<file path="config.mk">
export PLATFORM = sky130hd
export DESIGN_NAME = nixie_multiplex_shift_driver_top
export DESIGN_NICKNAME = d
export VERILOG_FILES = /design/src/rtl/core/nmsd_pkg.sv /design/src/rtl/core/nmsd_phase.sv /design/src/rtl/core/nmsd_serialiser.sv /design/src/rtl/core/nixie_multiplex_shift_driver_top.sv
export SDC_FILE = /design/constraint.sdc
export NUM_CORES = 1
export LEC_CHECK = 0
export ABC_CLOCK_PERIOD_IN_PS = 2700
export BUFFER_PORTS_ARGS = -buffer_cell sky130_fd_sc_hd__buf_2
export CAP_MARGIN = 30
export CORE_MARGIN = 2
export CORE_UTILIZATION = 58
export CTS_CLUSTER_DIAMETER = 120
export CTS_CLUSTER_SIZE = 25
export DETAILED_ROUTE_END_ITERATION = 8
export HOLD_SLACK_MARGIN = 0.12
export PLACE_DENSITY = 0.86
export SYNTH_ARGS = -nofsm -noshare
export SYNTH_HDL_FRONTEND = slang
export SYNTH_SLANG_ARGS = --single-unit
</file>
<file path="constraint.sdc">
create_clock -name clk -period 2.7 [get_ports clk]
set_clock_uncertainty 0.05 [all_clocks]
set_input_delay 0.54 -clock clk [delete_from_list [all_inputs] [get_ports clk]]
set_output_delay 0.54 -clock clk [all_outputs]
set_load 0.02 [all_outputs]
</file>
<file path="src/rtl/core/nmsd_pkg.sv">
package nmsd_pkg;

  localparam int PERIOD_DEF     = 22;
  localparam int SHIFT_BITS_DEF = 24;

  localparam int DIGIT_W     = 4;
  localparam int DIGIT_CODES = 10;   // decoder outputs 0 to 9
  localparam int CODE_W      = 32;   // widest shifted word
  localparam int IN_TDATA_W  = 24;
  localparam int OUT_TDATA_W = 8;

  localparam logic [DIGIT_W-1:0] DIGIT_DARK = DIGIT_W'(10);

  // blank select codes
  localparam logic [1:0] BLANK_FIRST  = 2'b01;
  localparam logic [1:0] BLANK_SECOND = 2'b10;

  // anode level codes
  localparam logic [1:0] ANODE_OFF  = 2'b00;
  localparam logic [1:0] ANODE_ZERO = 2'b01;
  localparam logic [1:0] ANODE_ONE  = 2'b10;

  typedef struct packed {
    logic [DIGIT_W-1:0] first_digit_a;
    logic [DIGIT_W-1:0] second_digit_a;
    logic [DIGIT_W-1:0] first_digit_b;
    logic [DIGIT_W-1:0] second_digit_b;
    logic               display_enable;
    logic               blink_active;
    logic [1:0]         blank_select;
  } tick_t;

  // control handed from the phase logic to the serialiser with each job
  typedef struct packed {
    logic       is_write;
    logic [1:0] anode_before;
    logic [1:0] anode_after;
  } job_ctrl_t;

  function automatic logic [DIGIT_CODES-1:0] one_hot(input logic [DIGIT_W-1:0] v);
    logic [DIGIT_CODES-1:0] r;
    r = '0;
    if (v < DIGIT_W'(DIGIT_CODES)) begin
      r[v] = 1'b1;
    end
    return r;
  endfunction

endpackage

</file>
<file path="src/rtl/core/nmsd_phase.sv">
module nmsd_phase #(
  parameter int PERIOD     = nmsd_pkg::PERIOD_DEF,
  parameter int SHIFT_BITS = nmsd_pkg::SHIFT_BITS_DEF
) (
  input  logic                  clk,
  input  logic                  rst,
  input  logic                  load,
  input  nmsd_pkg::tick_t       tick,
  output nmsd_pkg::job_ctrl_t   job,
  output logic [SHIFT_BITS-1:0] word
);

  localparam int PH_W = $clog2(PERIOD);
  localparam int HALF = PERIOD / 2;

  logic [PH_W-1:0] phase_count;
  logic [1:0]      anode_levels;
  logic [PH_W-1:0] ph;
  logic            sel_a;
  logic            sel_b;
  logic [nmsd_pkg::DIGIT_W-1:0] v1;
  logic [nmsd_pkg::DIGIT_W-1:0] v2;
  logic [nmsd_pkg::CODE_W-1:0]  code;

  always_comb begin
    // out of range counts are taken as phase zero
    ph = ({1'b0, phase_count} >= (PH_W+1)'(PERIOD)) ? '0 : phase_count;
    sel_a = tick.display_enable && (ph >= PH_W'(1)) && (ph < PH_W'(HALF));
    sel_b = tick.display_enable && (ph > PH_W'(HALF));

    v1 = sel_a ? tick.first_digit_a  : tick.first_digit_b;
    v2 = sel_a ? tick.second_digit_a : tick.second_digit_b;
    if (tick.blink_active) begin
      if ((tick.blank_select & nmsd_pkg::BLANK_FIRST) != 2'b00) begin
        v1 = nmsd_pkg::DIGIT_DARK;
      end
      if ((tick.blank_select & nmsd_pkg::BLANK_SECOND) != 2'b00) begin
        v2 = nmsd_pkg::DIGIT_DARK;
      end
    end
    code = (nmsd_pkg::CODE_W'(nmsd_pkg::one_hot(v2)) << nmsd_pkg::DIGIT_CODES)
         | nmsd_pkg::CODE_W'(nmsd_pkg::one_hot(v1));
    word = ~code[SHIFT_BITS-1:0];

    job.is_write     = sel_a || sel_b;
    job.anode_before = anode_levels;
    if (sel_a) begin
      job.anode_after = anode_levels | nmsd_pkg::ANODE_ZERO;
    end else if (sel_b) begin
      job.anode_after = anode_levels | nmsd_pkg::ANODE_ONE;
    end else begin
      job.anode_after = nmsd_pkg::ANODE_OFF;
    end
  end

  always_ff @(posedge clk) begin
    if (rst) begin
      phase_count  <= '0;
      anode_levels <= nmsd_pkg::ANODE_OFF;
    end else if (load) begin
      phase_count  <= (ph == PH_W'(PERIOD - 1)) ? '0 : ph + PH_W'(1);
      anode_levels <= job.anode_after;
    end
  end

endmodule

</file>
<file path="src/rtl/core/nmsd_serialiser.sv">
module nmsd_serialiser #(
  parameter int SHIFT_BITS = nmsd_pkg::SHIFT_BITS_DEF
) (
  input  logic                  clk,
  input  logic                  rst,
  input  logic                  load,
  input  nmsd_pkg::job_ctrl_t   job,
  input  logic [SHIFT_BITS-1:0] word_in,
  output logic                  free,
  output logic                  out_valid,
  input  logic                  out_ready,
  output logic                  serial_bit,
  output logic                  shift_pulse,
  output logic                  latch_pulse,
  output logic                  anode_zero,
  output logic                  anode_one,
  output logic                  last
);

  localparam int CNT_W = $clog2(SHIFT_BITS + 1);

  logic                  busy;
  logic [CNT_W-1:0]      cnt;
  logic [SHIFT_BITS-1:0] word;
  nmsd_pkg::job_ctrl_t   ctrl;
  logic                  latch_step;
  logic                  shift_step;
  logic                  out_fire;
  logic                  done;

  always_comb begin
    latch_step  = ctrl.is_write && (cnt == CNT_W'(SHIFT_BITS));
    shift_step  = ctrl.is_write && !latch_step;
    out_fire    = busy && out_ready;
    done        = out_fire && (!ctrl.is_write || latch_step);
    free        = !busy || done;
    out_valid   = busy;
    serial_bit  = shift_step && word[SHIFT_BITS-1];
    shift_pulse = shift_step;
    latch_pulse = latch_step;
    // shift words still show the levels from before the tick
    anode_zero  = shift_step ? ctrl.anode_before[0] : ctrl.anode_after[0];
    anode_one   = shift_step ? ctrl.anode_before[1] : ctrl.anode_after[1];
    last        = !ctrl.is_write || latch_step;
  end

  always_ff @(posedge clk) begin
    if (rst) begin
      busy <= 1'b0;
      cnt  <= '0;
    end else if (load) begin
      busy <= 1'b1;
      cnt  <= '0;
    end else if (done) begin
      busy <= 1'b0;
    end else if (out_fire) begin
      cnt  <= cnt + CNT_W'(1);
    end
  end

  always_ff @(posedge clk) begin
    if (load) begin
      word <= word_in;
      ctrl <= job;
    end else if (out_fire) begin
      word <= word << 1;
    end
  end

endmodule

</file>
<file path="src/rtl/core/nixie_multiplex_shift_driver_top.sv">
// channel   | dir | tdata (lowest bit up)                                     | tlast
// ----------+-----+-----------------------------------------------------------+---------------
// s_axis    | in  | first_digit_a[3:0] second_digit_a[3:0] first_digit_b[3:0] | -
//           |     | second_digit_b[3:0] display_enable blink_active           |
//           |     | blank_select[1:0], zero pad to 24                         |
// m_axis    | out | serial_bit shift_pulse latch_pulse anode_zero anode_one,  | last
//           |     | zero pad to 8                                             |
//
// a write tick gives SHIFT_BITS + 1 output words (one per shift bit, then the latch),
// an anode clear tick gives one; the serialiser's bit counter steps through the words,
// and the serialiser takes no new tick until the last word of the current one goes out
// a one-word input register takes the next tick while the serialiser is still busy
// synchronous reset clears the phase counter, anode levels and both valid flags
// an output stall freezes the serialiser; a full input register stalls while it cannot load
module nixie_multiplex_shift_driver_top #(
  parameter int PERIOD     = nmsd_pkg::PERIOD_DEF,
  parameter int SHIFT_BITS = nmsd_pkg::SHIFT_BITS_DEF
) (
  input  logic                             clk,
  input  logic                             rst,
  input  logic                             s_axis_tvalid,
  output logic                             s_axis_tready,
  // first_digit_a, second_digit_a, first_digit_b, second_digit_b,
  // display_enable, blink_active, blank_select
  input  logic [nmsd_pkg::IN_TDATA_W-1:0]  s_axis_tdata,
  output logic                             m_axis_tvalid,
  input  logic                             m_axis_tready,
  // serial_bit, shift_pulse, latch_pulse, anode_zero, anode_one
  output logic [nmsd_pkg::OUT_TDATA_W-1:0] m_axis_tdata,
  output logic                             m_axis_tlast
);

  logic                  in_valid;
  nmsd_pkg::tick_t       in_tick;
  logic                  ser_free;
  logic                  load;
  nmsd_pkg::job_ctrl_t   job;
  logic [SHIFT_BITS-1:0] job_word;
  logic                  serial_bit;
  logic                  shift_pulse;
  logic                  latch_pulse;
  logic                  anode_zero;
  logic                  anode_one;

  // tick moves into the serialiser as soon as the previous one has gone out
  assign load          = in_valid && ser_free;
  assign s_axis_tready = !in_valid || load;

  always_ff @(posedge clk) begin
    if (rst) begin
      in_valid <= 1'b0;
    end else if (s_axis_tready) begin
      in_valid <= s_axis_tvalid;
    end
  end

  // input word register, unpacked from the bus layout
  always_ff @(posedge clk) begin
    if (s_axis_tvalid && s_axis_tready) begin
      in_tick.first_digit_a  <= s_axis_tdata[3:0];
      in_tick.second_digit_a <= s_axis_tdata[7:4];
      in_tick.first_digit_b  <= s_axis_tdata[11:8];
      in_tick.second_digit_b <= s_axis_tdata[15:12];
      in_tick.display_enable <= s_axis_tdata[16];
      in_tick.blink_active   <= s_axis_tdata[17];
      in_tick.blank_select   <= s_axis_tdata[19:18];
    end
  end

  // phase counter, anode state and digit encoding
  nmsd_phase #(
    .PERIOD     (PERIOD),
    .SHIFT_BITS (SHIFT_BITS)
  ) u_phase (
    .clk  (clk),
    .rst  (rst),
    .load (load),
    .tick (in_tick),
    .job  (job),
    .word (job_word)
  );

  // bit-by-bit output of the encoded word followed by the latch strobe, or one anode word
  nmsd_serialiser #(
    .SHIFT_BITS (SHIFT_BITS)
  ) u_ser (
    .clk         (clk),
    .rst         (rst),
    .load        (load),
    .job         (job),
    .word_in     (job_word),
    .free        (ser_free),
    .out_valid   (m_axis_tvalid),
    .out_ready   (m_axis_tready),
    .serial_bit  (serial_bit),
    .shift_pulse (shift_pulse),
    .latch_pulse (latch_pulse),
    .anode_zero  (anode_zero),
    .anode_one   (anode_one),
    .last        (m_axis_tlast)
  );

  assign m_axis_tdata = {3'b000, anode_one, anode_zero, latch_pulse, shift_pulse, serial_bit};

endmodule

</file>
==> run metrics <==
status finished clean; Die Wd 78.1 microns; initial core utilization 61.3%; first-pass GRT wire length 9790 microns; Seq pwr share 53.5%; post-synthesis compound-gate area fraction 11.1%; DR WL/cell 14.3 microns; CORE AREA 5200 sq um; Worst EP required 2.74 ns; Synth Area in Simple Gates 23.9%; commonest register cell after synthesis edfxtp_1; Multi-input gate area 1270 sq um; NetSw 0.535 mW; CP Capture Type flip-flop; worst slew pin tran 0.560 ns; share of cells above drive strength 1 22.0%; # hold bufs at CTS 0; mux contribution to synthesized area 1.30%; GP Congestion 0.908; Area Overhead vs Synth 12.1%; H-tree depth 3; Die Ht 78.1 microns; XOR/XNOR Fraction of Synth Area 1.10%; Netlist cell types 54; Finished Layout Cells 402; cell area after placement 3370 sq um; min-delay worst type primary input to flip-flop; DR iter-0 viols 139; DRT antenna net count 0; worst flop-to-flop path startpoint u_phase.phase_count[2]$_SDFFE_PP0P_; Synth Cell Area 3190 sq um; FF-to-FF setup slack 0.24 ns; critical-path maximum fanout 8; n_diodes 0; WHS 0.323 ns; Adder-Cell Fraction of Synth Area 1.57%; Pwr Density 600 nW/um^2; total track usage 20.8%; Async S/R FF share, synth 0%; maxcap violations 0; commonest cells after routing, fill and taps aside edfxtp_1 (49), nor2_1 (33), buf_2 (31); Clock Tree Buf Depth 2; DP Wirelength 4120 microns; num rows 26; RSZ-0062 raised after global routing false; DRC viols 0; Avg Synthesized Cell Area 10.8 sq um; Post-synth EDFFs 49; Nets 359; Max Transition Viols Final 0; Yosys warnings 0; internal power 1.61 mW; Sum Neg Setup Slack 0 ns; Seq/Total Area, Yosys 54.9%; Critical Path AT 2.50 ns; post-route minimum period 2.46 ns; max frequency 0.407 GHz; die area 6110 sq um; post-synthesis register bit count 63; Detailed Route WL 5760 microns; hold path start s_axis_tdata[2]; DP Cell Count 386; CTS tree built; Sequential Area 1750 sq um; total grt overflow 0; clock-pin transition on the worst setup and hold timing paths 0.07 ns; detailed-route via count 2343; largest family of logic cells by synthesized area simple AND/OR/NAND/NOR gates; nature of the critical path startpoint flip-flop; Vias/cell 5.83; Final Hold Fails 0; initial antenna violation count 0; First-pass DRT Iterations 5; Mapped Cells 294; Worst slew margin 62.7%; Sw Share 25.0%; VDD IR-drop max 0.413 mV; Filler cells 398; Final Setup Violations 0; Finished Cell Area 3570 sq um; crit path from u_phase.phase_count[2]$_SDFFE_PP0P_; largest net degree at the start of global routing 25; Power, Total 2.14 mW; combinational power share 10.5%; crit-path cells nand2_2 -> a21o_1 -> and2_1 -> ha_1 -> nand2b_1 -> o311a_1 -> o21ai_4 -> or4_1 -> o221a_2; I/O pin total 39; most common cell after layout, fill and taps aside edfxtp_1; Leak Pwr 1.33 nW; number of global-route vias before repair 2158; Worst Path Class, Setup flip-flop to flip-flop; period utilization 91.0%; Clock Sinks 63; Num CTS Buffers 9; Clk Tree Root Cell clkbuf_8; Worst path max stage delay 0.53 ns; Crit-path slowest cell or4_1; clock share of power 35.9%; IO buf count 31; latest clock arrival within the worst-skew pair 0.34 ns
timing repair:
action                                  in CTS  in global routing
resized for setup                            0                  2
setup buffers                                0                  0
endpoints found under the setup margin       0                  1
hold endpoints to repair                     0                  0
logic make-up after synthesis:
logic type,Yosys count
compound gates,43
simple gates,143
buf+inv,32
fa+ha+maj,4
other cells,1
mux,4
xor+xnor,4
flops,63
power by group through the flow:
stage | clock network (mW) | logic [mW] | registers [mW]
CTS | 0.790 | 0.222 | 1.15
detailed placement | 0 | 0.222 | 1.17
floorplan | 0 | 0.172 | 1.16
global placement | 0 | 0.216 | 1.16
global route | 0.836 | 0.250 | 1.15
finish | 0.771 | 0.225 | 1.15
Yosys cell counts, types with 4 or more instances:
cell | n | area share, %
nor2_1 | 33 | 3.9
buf_2 | 6 | 0.94
nand2b_1 | 8 | 1.6
or4_1 | 4 | 0.94
buf_4 | 10 | 2.4
a21oi_1 | 7 | 1.1
o21ai_0 | 4 | 0.63
o221a_2 | 4 | 1.4
and2_1 | 4 | 0.78
a311oi_1 | 10 | 2.7
nand2_1 | 25 | 2.9
and3_1 | 5 | 0.98
dfxtp_1 | 14 | 8.8
nand3_1 | 7 | 1.1
nor2b_1 | 5 | 0.98
nand4_1 | 7 | 1.4
ha_1 | 4 | 1.6
edfxtp_1 | 49 | 46
nor3_1 | 22 | 3.5
inv_1 | 11 | 1.3
layout make-up:
type / count / share of cell area, %
repair buffers: 41 / 6.44
well taps: 70 / 2.45
multi-input cells: 201 / 35.6
flip-flops and latches: 63 / 49.0
clock buffers: 11 / 4.55
inverters: 11 / 1.16
clock inverters: 5 / 0.805
stage by stage:
step | setup WS [ns] | util, %
5_1_grt | 0.0895 | 68.7
3_5_place_dp | 0.211 | 64.8
6_report | 0.242 | 68.7
3_3_place_gp | 0.272 | 64.8
4_1_cts | 0.182 | 68.5
2_1_floorplan | 0.0869 | -
path summary, 6_finish.rpt:
kind         cells past startpoint                  endpoint
max reg2reg                      9  u_ser.word[19]$_DFFE_PP_
max                              9  u_ser.word[19]$_DFFE_PP_
min                              1     in_tick[18]$_DFFE_PP_
min reg2reg                      0   u_ser.ctrl[2]$_DFFE_PP_
critical path, delay by kind of cell, from the launching register on:
family | cells | cell delay [ns]
fa+ha+maj | 1 | 0.25
simple gates | 4 | 0.94
compound gates | 4 | 0.65
flops | 1 | 0.32
layer usage:
metal,vias up,share of wire (%),track usage (%)
met4,0,1.6,7.02
met5,-,0,0
met2,107,46,32.6
met1,1076,44,26.7
li1,1148,-,-
met3,12,8.3,7.82
state kept, by name (all words and copies together) (netlist names):
signal	flops
u_phase.anode_levels	2
in_tick	20
u_ser.ctrl	5
u_phase.phase_count	5
u_ser.out_valid	1
u_ser.word	24
u_ser.cnt	5
in_valid	1
Power figures use the tool's default switching activity.
